### src/design/rxfg_pkg.sv
// Package for the receive FIFO frame collector.
// Holds operation, end-reason and register codes and the configuration struct.
// No dependencies.
package rxfg_pkg;

  localparam int unsigned CNT_W   = 16;
  localparam int unsigned LEVEL_W = 7;

  localparam logic [CNT_W-1:0] CNT_MAX = '1;

  localparam logic [2:0] OP_RX    = 3'd0;
  localparam logic [2:0] OP_TICK  = 3'd1;
  localparam logic [2:0] OP_FLUSH = 3'd2;
  localparam logic [2:0] OP_START = 3'd3;
  localparam logic [2:0] OP_READ  = 3'd4;

  localparam logic [1:0] END_NONE    = 2'd0;
  localparam logic [1:0] END_MAX_LEN = 2'd1;
  localparam logic [1:0] END_FIRST   = 2'd2;
  localparam logic [1:0] END_GAP     = 2'd3;

  localparam logic [1:0] REG_MAX_LEN = 2'd0;
  localparam logic [1:0] REG_FIRST   = 2'd1;
  localparam logic [1:0] REG_GAP     = 2'd2;

  localparam logic [CNT_W-1:0] RST_MAX_LEN = 16'd64;
  localparam logic [CNT_W-1:0] RST_FIRST   = 16'd1000;
  localparam logic [CNT_W-1:0] RST_GAP     = 16'd10;

  typedef struct packed {
    logic [CNT_W-1:0] max_length;
    logic [CNT_W-1:0] first_byte_timeout;
    logic [CNT_W-1:0] gap_timeout;
  } cfg_t;

  typedef enum logic [1:0] {
    ST_IDLE = 2'b01,
    ST_EXEC = 2'b10
  } state_t;

endpackage

### src/design/rxfg_byte_ram.sv
// Byte store of the receive FIFO: one write port, one registered read port.
// Depends on nothing.
module rxfg_byte_ram #(
  parameter int unsigned DEPTH = 128,
  parameter int unsigned AW    = 7
) (
  input  logic          clk,
  input  logic          we,
  input  logic [AW-1:0] waddr,
  input  logic [7:0]    wdata,
  input  logic          re,
  input  logic [AW-1:0] raddr,
  output logic [7:0]    rdata
);

  logic [7:0] mem [DEPTH];
  logic [7:0] rdata_r;

  always_ff @(posedge clk) begin
    if (we) begin
      mem[waddr] <= wdata;
    end
    if (re) begin
      rdata_r <= mem[raddr];
    end
  end

  assign rdata = rdata_r;

endmodule

### src/design/rxfg_cfg_regs.sv
// Configuration registers behind the APB-style port.
// Depends on rxfg_pkg.
module rxfg_cfg_regs (
  input  logic                clk,
  input  logic                rst_n,
  input  logic                psel,
  input  logic                penable,
  input  logic                pwrite,
  input  logic [3:0]          paddr,
  input  logic [31:0]         pwdata,
  output logic [31:0]         prdata,
  output logic                pready,
  output rxfg_pkg::cfg_t      cfg
);
  import rxfg_pkg::*;

  cfg_t cfg_r;
  logic wr_en;

  assign pready = 1'b1;
  assign wr_en  = psel && penable && pwrite;

  always_ff @(posedge clk) begin
    if (!rst_n) begin
      cfg_r.max_length         <= RST_MAX_LEN;
      cfg_r.first_byte_timeout <= RST_FIRST;
      cfg_r.gap_timeout        <= RST_GAP;
    end else if (wr_en) begin
      unique case (paddr[3:2])
        REG_MAX_LEN: cfg_r.max_length         <= pwdata[CNT_W-1:0];
        REG_FIRST:   cfg_r.first_byte_timeout <= pwdata[CNT_W-1:0];
        REG_GAP:     cfg_r.gap_timeout        <= pwdata[CNT_W-1:0];
        default: ;
      endcase
    end
  end

  always_comb begin
    unique case (paddr[3:2])
      REG_MAX_LEN: prdata = {16'd0, cfg_r.max_length};
      REG_FIRST:   prdata = {16'd0, cfg_r.first_byte_timeout};
      REG_GAP:     prdata = {16'd0, cfg_r.gap_timeout};
      default:     prdata = 32'd0;
    endcase
  end

  assign cfg = cfg_r;

endmodule

### src/design/rxfg_ctrl.sv
// Sequencer of the frame collector: pointers, counters and result register.
// Reads and writes the byte store; depends on rxfg_pkg.
module rxfg_ctrl #(
  parameter int unsigned DEPTH = 128,
  parameter int unsigned AW    = 7
) (
  input  logic                 clk,
  input  logic                 rst_n,
  input  rxfg_pkg::cfg_t       cfg,
  input  logic                 start,
  output logic                 busy,
  input  logic [2:0]           in_operation,
  input  logic [7:0]           in_rx_byte,
  output logic                 mem_we,
  output logic [AW-1:0]        mem_waddr,
  output logic [7:0]           mem_wdata,
  output logic                 mem_re,
  output logic [AW-1:0]        mem_raddr,
  input  logic [7:0]           mem_rdata,
  output logic                 out_valid,
  output logic [7:0]           out_byte,
  output logic                 out_byte_valid,
  output logic                 out_frame_done,
  output logic [1:0]           out_end_reason,
  output logic [15:0]          out_frame_length,
  output logic                 out_dropped,
  output logic [6:0]           out_fifo_level
);
  import rxfg_pkg::*;

  localparam int unsigned LW = (AW > LEVEL_W) ? AW : LEVEL_W;
  localparam logic [AW-1:0] LAST = AW'(DEPTH - 1);
  localparam logic [AW:0]   DEPTH_X = (AW+1)'(DEPTH);

  function automatic logic [AW-1:0] ring_next(input logic [AW-1:0] p);
    ring_next = (p == LAST) ? '0 : p + 1'b1;
  endfunction

  function automatic logic [CNT_W-1:0] sat_inc(input logic [CNT_W-1:0] v);
    sat_inc = (v == CNT_MAX) ? v : v + 1'b1;
  endfunction

  state_t           state_r, state_nxt;
  logic [2:0]       op_r;
  logic [7:0]       rx_r;
  logic [AW-1:0]    wp_r, wp_nxt, rp_r, rp_nxt;
  logic             coll_r, coll_nxt;
  logic [CNT_W-1:0] cc_r, cc_nxt, wc_r, wc_nxt, ic_r, ic_nxt;

  logic             accept;
  logic             empty, full, done, valid, drop;
  logic [1:0]       reason;
  logic [7:0]       obyte;
  logic [AW:0]      level_sum;
  logic [AW-1:0]    level;
  logic [LW-1:0]    level_x;

  logic             out_valid_r;
  logic [7:0]       out_byte_r;
  logic             out_byte_valid_r, out_frame_done_r, out_dropped_r;
  logic [1:0]       out_end_reason_r;
  logic [15:0]      out_frame_length_r;
  logic [6:0]       out_fifo_level_r;

  assign busy   = (state_r == ST_EXEC);
  assign accept = start && !busy;

  // issue the store read on acceptance; data arrives in the execute cycle
  assign mem_re    = accept;
  assign mem_raddr = rp_r;
  assign mem_waddr = wp_r;
  assign mem_wdata = rx_r;

  assign empty = (wp_r == rp_r);
  assign full  = (ring_next(wp_r) == rp_r);

  always_comb begin
    state_nxt = state_r;
    unique case (state_r)
      ST_IDLE: if (accept) state_nxt = ST_EXEC;
      ST_EXEC: state_nxt = ST_IDLE;
      default: state_nxt = ST_IDLE;
    endcase
  end

  always_comb begin
    wp_nxt   = wp_r;
    rp_nxt   = rp_r;
    coll_nxt = coll_r;
    cc_nxt   = cc_r;
    wc_nxt   = wc_r;
    ic_nxt   = ic_r;
    mem_we   = 1'b0;
    done     = 1'b0;
    reason   = END_NONE;
    valid    = 1'b0;
    drop     = 1'b0;
    obyte    = 8'd0;
    if (busy) begin
      case (op_r)
        OP_RX: begin
          if (!full) begin
            mem_we = 1'b1;
            wp_nxt = ring_next(wp_r);
          end else begin
            drop = 1'b1;
          end
        end
        OP_TICK: begin
          if (coll_r) begin
            if (cc_r >= cfg.max_length) begin
              done   = 1'b1;
              reason = END_MAX_LEN;
            end else if (empty) begin
              if (cc_r == '0) begin
                wc_nxt = sat_inc(wc_r);
                if (wc_nxt >= cfg.first_byte_timeout) begin
                  done   = 1'b1;
                  reason = END_FIRST;
                end
              end else begin
                ic_nxt = sat_inc(ic_r);
                if (ic_nxt >= cfg.gap_timeout) begin
                  done   = 1'b1;
                  reason = END_GAP;
                end
              end
            end
          end
        end
        OP_FLUSH: rp_nxt = wp_r;
        OP_START: begin
          coll_nxt = 1'b1;
          cc_nxt   = '0;
          wc_nxt   = '0;
          ic_nxt   = '0;
          if (cfg.max_length == '0) begin
            done   = 1'b1;
            reason = END_MAX_LEN;
          end
        end
        OP_READ: begin
          if (coll_r && (cc_r >= cfg.max_length)) begin
            done   = 1'b1;
            reason = END_MAX_LEN;
          end else if (!empty) begin
            obyte  = mem_rdata;
            rp_nxt = ring_next(rp_r);
            valid  = 1'b1;
            if (coll_r) begin
              cc_nxt = sat_inc(cc_r);
              ic_nxt = '0;
              if (cc_nxt >= cfg.max_length) begin
                done   = 1'b1;
                reason = END_MAX_LEN;
              end
            end
          end
        end
        default: ;
      endcase
      if (done) coll_nxt = 1'b0;
    end
  end

  always_comb begin
    if (wp_nxt >= rp_nxt) begin
      level_sum = {1'b0, wp_nxt} - {1'b0, rp_nxt};
    end else begin
      level_sum = {1'b0, wp_nxt} + DEPTH_X - {1'b0, rp_nxt};
    end
    level   = level_sum[AW-1:0];
    level_x = LW'(level);
  end

  always_ff @(posedge clk) begin
    if (!rst_n) begin
      state_r     <= ST_IDLE;
      wp_r        <= '0;
      rp_r        <= '0;
      coll_r      <= 1'b0;
      cc_r        <= '0;
      wc_r        <= '0;
      ic_r        <= '0;
      out_valid_r <= 1'b0;
    end else begin
      state_r     <= state_nxt;
      wp_r        <= wp_nxt;
      rp_r        <= rp_nxt;
      coll_r      <= coll_nxt;
      cc_r        <= cc_nxt;
      wc_r        <= wc_nxt;
      ic_r        <= ic_nxt;
      out_valid_r <= busy;
    end
  end

  always_ff @(posedge clk) begin
    if (accept) begin
      op_r <= in_operation;
      rx_r <= in_rx_byte;
    end
    if (busy) begin
      out_byte_r         <= obyte;
      out_byte_valid_r   <= valid;
      out_frame_done_r   <= done;
      out_end_reason_r   <= reason;
      out_frame_length_r <= cc_nxt;
      out_dropped_r      <= drop;
      out_fifo_level_r   <= level_x[LEVEL_W-1:0];
    end
  end

  assign out_valid        = out_valid_r;
  assign out_byte         = out_byte_r;
  assign out_byte_valid   = out_byte_valid_r;
  assign out_frame_done   = out_frame_done_r;
  assign out_end_reason   = out_end_reason_r;
  assign out_frame_length = out_frame_length_r;
  assign out_dropped      = out_dropped_r;
  assign out_fifo_level   = out_fifo_level_r;

endmodule

### src/design/rx_fifo_gap_frame_collector_core.sv
// Receive FIFO with frame collection: top level.
// The result strobe is high in the cycle after the execute cycle.
// A new word is not accepted while busy; the execute cycle waits on the byte store read.
// busy is high for the execute cycle only; the receiver cannot stall the result strobe.
// Reset (rst_n low, synchronous) empties the FIFO, ends any collection, loads defaults.
// Depends on rxfg_pkg, rxfg_cfg_regs, rxfg_byte_ram and rxfg_ctrl.
module rx_fifo_gap_frame_collector_core #(
  parameter int unsigned FIFO_DEPTH = 128
) (
  input  logic        clk,
  input  logic        rst_n,
  input  logic        psel,
  input  logic        penable,
  input  logic        pwrite,
  input  logic [3:0]  paddr,
  input  logic [31:0] pwdata,
  output logic [31:0] prdata,
  output logic        pready,
  input  logic        start,
  output logic        busy,
  input  logic [2:0]  in_operation,
  input  logic [7:0]  in_rx_byte,
  output logic        out_valid,
  output logic [7:0]  out_byte,
  output logic        out_byte_valid,
  output logic        out_frame_done,
  output logic [1:0]  out_end_reason,
  output logic [15:0] out_frame_length,
  output logic        out_dropped,
  output logic [6:0]  out_fifo_level
);
  import rxfg_pkg::*;

  localparam int unsigned AW = $clog2(FIFO_DEPTH);

  cfg_t          cfg;
  logic          mem_we, mem_re;
  logic [AW-1:0] mem_waddr, mem_raddr;
  logic [7:0]    mem_wdata, mem_rdata;

  rxfg_cfg_regs u_cfg (
    .clk     (clk),
    .rst_n   (rst_n),
    .psel    (psel),
    .penable (penable),
    .pwrite  (pwrite),
    .paddr   (paddr),
    .pwdata  (pwdata),
    .prdata  (prdata),
    .pready  (pready),
    .cfg     (cfg)
  );

  rxfg_byte_ram #(
    .DEPTH (FIFO_DEPTH),
    .AW    (AW)
  ) u_ram (
    .clk   (clk),
    .we    (mem_we),
    .waddr (mem_waddr),
    .wdata (mem_wdata),
    .re    (mem_re),
    .raddr (mem_raddr),
    .rdata (mem_rdata)
  );

  rxfg_ctrl #(
    .DEPTH (FIFO_DEPTH),
    .AW    (AW)
  ) u_ctrl (
    .clk              (clk),
    .rst_n            (rst_n),
    .cfg              (cfg),
    .start            (start),
    .busy             (busy),
    .in_operation     (in_operation),
    .in_rx_byte       (in_rx_byte),
    .mem_we           (mem_we),
    .mem_waddr        (mem_waddr),
    .mem_wdata        (mem_wdata),
    .mem_re           (mem_re),
    .mem_raddr        (mem_raddr),
    .mem_rdata        (mem_rdata),
    .out_valid        (out_valid),
    .out_byte         (out_byte),
    .out_byte_valid   (out_byte_valid),
    .out_frame_done   (out_frame_done),
    .out_end_reason   (out_end_reason),
    .out_frame_length (out_frame_length),
    .out_dropped      (out_dropped),
    .out_fifo_level   (out_fifo_level)
  );

endmodule

### config.mk
export PLATFORM = sky130hd
export DESIGN_NAME = rx_fifo_gap_frame_collector_core
export DESIGN_NICKNAME = d
export VERILOG_FILES = /design/src/design/rxfg_pkg.sv /design/src/design/rxfg_byte_ram.sv /design/src/design/rxfg_cfg_regs.sv /design/src/design/rxfg_ctrl.sv /design/src/design/rx_fifo_gap_frame_collector_core.sv
export SDC_FILE = /design/constraint.sdc
export NUM_CORES = 2
export LEC_CHECK = 0
export BUFFER_PORTS_ARGS = -buffer_cell sky130_fd_sc_hd__buf_2
export CAP_MARGIN = 25
export CORE_ASPECT_RATIO = 2
export CORE_UTILIZATION = 67
export CTS_CLUSTER_SIZE = 40
export DETAILED_ROUTE_END_ITERATION = 10
export GPL_TIMING_DRIVEN = 1
export PLACE_DENSITY = 0.91
export SLEW_MARGIN = 20
export SYNTH_ARGS = -nofsm -noshare
export SYNTH_HDL_FRONTEND = slang
export SYNTH_HIERARCHICAL = 1
export SYNTH_SLANG_ARGS = --single-unit
### constraint.sdc
create_clock -name clk -period 6.56 [get_ports clk]
set_input_delay 0.328 -clock clk [delete_from_list [all_inputs] [get_ports clk]]
set_output_delay 0.328 -clock clk [all_outputs]
set_load 0.1 [all_outputs]
* Word-level counts from Yosys, hierarchy flattened
Memories as Yosys holds them, arrays and structs flattened. A register that Yosys moved wholly into a read port is not among the register bits.
Cells that the tools add are included.
W data, S select, Z words.
** Storage, ports and cells
- Memory bits (writable) :: 1024
- Memories kept :: 1
- Bits in registers :: 161
- Input port bits :: 53
- Output and inout port bits :: 71
- Logic and storage cells :: 145
** Memory list
- u_ram.mem :: depth 128, bits a word 8, read ports 1, clocked after memory_dff 1, wr ports 1, line rxfg_byte_ram.sv:16 : logic [7:0] mem [DEPTH];
** Cells by class
- Equal/unequal tests :: 23
- Reduce and logical (&&, ||, !) cells :: 21
- Muxes and demuxes :: 66
- Bitwise gates (word level) :: 1
- $lt $le $gt $ge :: 5
- Add/subtract/negate cells :: 8
** Operators with widths (count)
- $mux W16 :: 18
- $pmux W16 S3 :: 2
- $ge A16 B16 Y1 :: 4
- $pmux W16 S2 :: 2
- $mux W7 :: 9
- $add A16 B1 Y16 const B :: 3
- $eq A16 B16 Y1 const B :: 3
- $logic_not A16 Y1 :: 2
- $mux W1 :: 23
- $add A7 B1 Y7 const B :: 3
- $mux W2 :: 9
- $eq A7 B7 Y1 :: 2
- $eq A7 B7 Y1 const B :: 2
- $pmux W7 S2 :: 1
- $sub A7 B7 Y7 :: 2
- $reduce_and A2 Y1 :: 5
- $reduce_and A9 Y1 :: 1
- $ne A2 B1 Y1 const B :: 4
- $ne A2 B2 Y1 const B :: 4
- $ge A7 B7 Y1 :: 1
- $eq A3 B2 Y1 const B :: 2
- $pmux W2 S3 :: 1
- $reduce_and A6 Y1 :: 1
- $eq A2 B1 Y1 const B :: 2
- 13 further kinds :: 18

* Depth between registers and ports, before layout
- Word-level depth :: 12
- Depth in mapped cells :: 22

* Modules after synthesis
The synthesis kept the hierarchy.
** By module, submodules not included
- rxfg_byte_ram :: seq. area each 30989.7 µm², area each 39745.6 µm², times used 1, cells each 1635
- rxfg_ctrl :: seq. area each 2732.6 µm², area each 8027.7 µm², times used 1, cells each 945
- rxfg_cfg_regs :: seq. area each 960.9 µm², area each 2361.0 µm², times used 1, cells each 261

* Worst setup path before layout
No wires, ideal clock.
- Kind :: register to register
- Start :: register u_ctrl.cc_r[0]
- End :: register u_ctrl.out_fifo_level_r[6], in the netlist u_ctrl/out_fifo_level[6], data pin
- Arrival :: 3.979 ns
- Path slack :: 2.322 ns
- Cell stages (with the launch flop) :: 23
- Cells stage by stage :: dfxtp_1 > clkbuf_1 > inv_1 > ha_1 > nand2b_1 > a21oi_1 > o21a_1 > o211a_1 > a21oi_2 > or4_1 > a211o_1 > nand2_1 > ha_1 > inv_1 > fa_1 > a21oi_1 > nor2b_1 > o21ai_0 > nand2b_1 > a21oi_1 > xnor2_1 > xnor2_1 > xnor2_1
** On the way
- Cells in the longest elaborated chain, start to end :: 7
- Elaborated cells between the ends (all ways) :: 9
- Those cells by class :: add/sub (2); order compare (2); mux (4); reduce/logical (1)
** Ends and longest elaborated chain
- start, declared :: line rxfg_ctrl.sv:48 : logic [CNT_W-1:0] cc_r, cc_nxt, wc_r, wc_nxt, ic_r, ic_nxt;
- start signal, assigned :: line rxfg_ctrl.sv:191 : cc_r <= cc_nxt;
- $ge A16 B16 Y1 * :: line rxfg_ctrl.sv:143 : if (coll_r && (cc_r >= cfg.max_length)) begin
- $logic_and A1 B1 Y1 * :: line rxfg_ctrl.sv:143
- $mux W7 * :: line rxfg_ctrl.sv:143
- $pmux W7 S2 * :: line rxfg_ctrl.sv:100 : case (op_r)
- $mux W7 * :: line rxfg_ctrl.sv:99 : if (busy) begin
- via u_ctrl.rp_nxt[0] :: line rxfg_ctrl.sv:46 : logic [AW-1:0] wp_r, wp_nxt, rp_r, rp_nxt;
- $sub A7 B7 Y7 (tied with other cells) :: line rxfg_ctrl.sv:170 : level_sum = {1'b0, wp_nxt} + DEPTH_X - {1'b0, rp_nxt};
- $mux W7 * :: line rxfg_ctrl.sv:167 : if (wp_nxt >= rp_nxt) begin
- via u_ctrl.level_sum[6] :: line rxfg_ctrl.sv:54 : logic [AW:0] level_sum;
- end signal, assigned :: line rxfg_ctrl.sv:210 : out_fifo_level_r <= level_x[LEVEL_W-1:0];
- end, declared :: line rxfg_ctrl.sv:63 : logic [6:0] out_fifo_level_r;
Mark *: on every way through the listed nets, which the timed path passes. The rest lies on a longest branch.
A chain may end at the register's enable or synchronous reset.

* Worst setup path in the final report
- Start :: register u_ctrl.wp_r[0], in the netlist u_ctrl/mem_waddr[0]
- End :: register u_ctrl.out_fifo_level_r[6], in the netlist u_ctrl/out_fifo_level[6], data pin
** On the way
- Cells in the longest elaborated chain, start to end :: 9
- Elaborated cells between the ends (all ways) :: 17
- Those cells by class :: add/sub (4); order compare (1); eq/ne (3); mux (9)
** Ends and longest elaborated chain
- start, declared :: line rxfg_ctrl.sv:46
- start signal, assigned :: line rxfg_ctrl.sv:188 : wp_r <= wp_nxt;
- $add A7 B1 Y7 / $eq A7 B7 Y1 (equally long branches) :: line rxfg_ctrl.sv:36 : ring_next = (p == LAST) ? '0 : p + 1'b1;
- $mux W7 :: line rxfg_ctrl.sv:36
- $eq A7 B7 Y1 :: line rxfg_ctrl.sv:75 : assign full = (ring_next(wp_r) == rp_r);
- $mux W7 :: line rxfg_ctrl.sv:102 : if (!full) begin
- $mux W7 :: line rxfg_ctrl.sv:100
- $mux W7 :: line rxfg_ctrl.sv:99
- $add A7 B1 Y7 :: line rxfg_ctrl.sv:170
- $sub A7 B7 Y7 :: line rxfg_ctrl.sv:170
- $mux W7 * :: line rxfg_ctrl.sv:167
- via u_ctrl.level_sum[6] :: line rxfg_ctrl.sv:54
Marks and branches as above.

==> metrics.txt <==
status=complete, but fails checks; violated checks=DRC; DRC=7; number of CTS-inserted buffers=94; Detailed Place HPWL=85.6 mm; most area-hungry cell type in the Yosys netlist=edfxtp_1; chip width=195 um; clk_lat worst skew=0.70 ns; clock-pin slew on the worst setup and hold paths=0.07 ns; DRT met1 WL=42.2 mm; Yosys reg bits=1,193; initial antenna violation count=15; row cnt=141; combinational power share=under 10%; crit end category=flop; ys flop type=edfxtp_1; Post-synth EDFFs=1,079; Max-Cap Viols=0; HP Class=in -> reg; DR WL/cell=36.2 um; share of post-route cells with drive strength above 1=22.0%; grt ovf=0; pin count of the biggest net entering global routing=154; Worst VDD drop=221 uV; fin util=around three quarters; Iter 0 DRT Violations=~4,000; worst-path cell chain=nand3_1 > and2_1 > mux4_2 > a21o_1 > o21ai_2 > inv_2 > mux2i_1 > ha_1 > inv_1 > fa_1 > a21oi_1 > nor2b_1 > o21ai_0 > nand2b_1 > a21oi_1 > xnor2_1 > xnor2_1 > xnor2_1; Tmin final=6.00 ns; WL final=143 mm; CTS max path bufs=3; final worst-path cycle share=91.4%; Post-Syn Area=50,100 sq um; vias in the first global route=about 30,000; post-CTS setup buffers=0; TritonRoute pass-1 iters=11; I/O Buffers=88; Setup TNS=0 ns; first-pass GRT wire length=205 mm; Fin. Hold Viols=0; top sig layer=met5; Max stage delay cell, worst path=dfxtp_1; WP data arrival=6.43 ns; GPL Wtd Cong=0.979; cts hold-fix bufs=23; # H-tree levels=3; CP max stage delay=0.99 ns; Netlist cell types=83; DR vias=29,400; Setup Crit Path Kind=reg -> reg; core area=73,900 sq um; CP Max Fanout=26; dpl ws=about 1.3 ns; P per Cell Area=266 nW/um^2; Psw=3100 uW; PostCTS Resize Cnt=0; power share of the clock group=40.5%; post-synthesis sequential area ratio=69.2%; met3 routed WL=between 10 and 15 mm; Seq pwr share=56.9%; worst slew pin tran=1.18 ns; placed insts=3,752; WL met2=72.8 mm; Total GRT Usage=38.5%; clk_skew=roughly 0.021 ns; CTS tree=done; Sw Share=between 20% and 30%; relative slew slack=21.5%; Initial Util=67.8%; Pleak=0.0174 uW; yosys warns=6; I/O pin cnt=124; share of the synthesized area in the top cell type=64.6%; post-layout net count=about 3,000; count of pins over their slew limit=0; CP Launch Type=flop; Avg Inst Size Synth=17.6 sq um; RSZ-0062 raised after global routing=no; Worst Path Required=6.99 ns; asr flop ratio synth=0%; FMAX=roughly 170 MHz; antenna-violating nets left=0; Layout area overhead=9.38%; final setup vio count=0; cell mode on critical path=xnor2_1; fin worst setup slack=around 0.56 ns; DIE AREA=between 70,000 and 80,000 sq um; Int Pwr=11,500 uW; Synth Instances=between 2,000 and 3,000; leading cell types by total area after synthesis=edfxtp_1 (65%), mux4_2 (15%), dfxtp_1 (4.6%); Non-Filler Instances=3,959; DR vias/cell=7.42; clock sinks=1,193; Die Span Y=389 um; cell at the root of the clock tree=clkbuf_16
power groups by stage:
stage,logic (uW),registers (uW),clock network [uW]
floorplan,159,8540,0
global placement,313,8470,0
detailed placement,340,8470,0
CTS,356,8300,5900
global route,378,8300,6170
finish,372,8300,5910
cell usage in the layout (no fill, tap or decap), drive strengths merged, types with 11 or more instances in the layout:
master	n
nand4	22
and2	37
nor3	23
clkbuf	110
mux2	15
a31oi	17
dlygate4sd3	23
a21oi	53
nand3	72
nand2b	17
dfxtp	114
ha	76
nand2	169
a21o	22
clkinv	43
o31ai	14
inv	78
nor2	187
buf	143
o21ai	74
mux2i	66
xnor2	36
nor4	12
nor2b	27
or3	13
mux4	337
edfxtp	1079
conb	17
and3	11
registers in the layout (all words and copies together) (netlist names), 2 cells and up:
register	flops
u_cfg/cfg	48
u_ctrl/mem_raddr	7
u_ctrl/mem_waddr	7
u_ctrl/wc_r	16
u_ctrl/cc_r	16
u_ctrl/out_end_reason	2
u_ram/mem	1024
u_ctrl/state_r	2
u_ctrl/ic_r	16
u_ctrl/out_frame_length	16
u_ram/rdata	8
u_ctrl/out_fifo_level	7
u_ctrl/op_r	3
u_ctrl/out_byte	8
u_ctrl/mem_wdata	8
through the flow:
step / total power [uW] / hold slack [ns] / cell area [sq um]
5_1_grt: 14800 / 0.0169 / 54800
4_1_cts: 14600 / 0.00450 / 54700
3_3_place_gp: 8780 / 0.420 / 51300
2_1_floorplan: 8700 / 0.410 / 50200
6_report: 14600 / 0.0150 / 54800
3_5_place_dp: 8810 / 0.435 / 51400
path summary, 6_finish.rpt:
check                           slack (ns)                            endpoint                            from  cells past startpoint
worst max-delay path                  0.56  u_ctrl/out_fifo_level[6]$_DFFE_PP_  u_ctrl/mem_waddr[0]$_SDFF_PN0_                     18
worst min-delay path                  0.01          u_cfg/cfg[31]$_SDFFE_PN0P_                      pwdata[15]                      3
worst max register to register        0.56  u_ctrl/out_fifo_level[6]$_DFFE_PP_  u_ctrl/mem_waddr[0]$_SDFF_PN0_                     18
worst min register to register        0.45      u_ctrl/state_r[0]$_SDFFE_PN1P_  u_ctrl/state_r[0]$_SDFFE_PN1P_                      1
layer usage:
metal	track usage [%]	vias to the layer above
met5	0.520	-
met4	30.6	26
met3	9.85	814
met2	64.5	2500
met1	41.5	14600
li1	-	11500
cells by family after synthesis:
| logic type | after synthesis | synth area share (%) |
|---|---|---|
| buffers and inverters | 246 | 2.28 |
| other | 2 | 0.0150 |
| XOR/XNOR | 46 | 0.804 |
| multiplexers | 418 | 16.8 |
| flip-flops | 1193 | 69.2 |
| adder cells (fa/ha/maj) | 77 | 1.94 |
| AND/OR/NAND/NOR | 615 | 5.81 |
| AO/OA/AOI/OAI | 244 | 3.17 |
cell usage after synthesis, types with 3 or more instances:
master,number
a211oi_1,5
nand4_1,22
dfxtp_1,114
a41oi_1,5
nor2b_1,27
or4_1,5
inv_1,74
nand2b_1,16
buf_2,30
ha_1,76
or3_1,13
a21o_1,22
o21ai_0,68
o31ai_1,14
o21a_1,5
o22ai_1,6
and3_1,11
nand3_1,71
clkbuf_1,82
nor3_1,21
buf_6,8
o41ai_1,3
a31oi_1,17
mux2_2,15
mux4_2,337
and4_1,4
o211ai_1,8
xor2_1,10
nand2_1,168
mux2i_1,66
nor2_1,187
nand4b_1,3
buf_1,19
nor4_1,11
a21oi_1,52
buf_4,30
a222oi_1,3
xnor2_1,36
nor4b_1,3
and2_1,37
o21ai_1,5
edfxtp_1,1079
worst max-delay path: cells and delay by family, from the launching register on:
kind	cells	cell delay, ns
DFF	1	0.99
and+or+nand+nor	4	1.24
AOI/OAI and AO/OA	5	1.17
muxes	2	0.89
adders and majority gates	2	0.69
buffers and inverters	2	0.26
xor gates and xnor gates	3	0.48
cell type report:
class	instances	area, sq um
diodes	4	10.0
clock inverters	64	602
repair buffers	166	1200
inverters	76	285
clock buffers	110	2500
multi-input cells	1417	14400
flip-flops and latches	1193	34700
well taps	929	1160
fillers	3840	19100
Power figures use the tool's default switching activity.
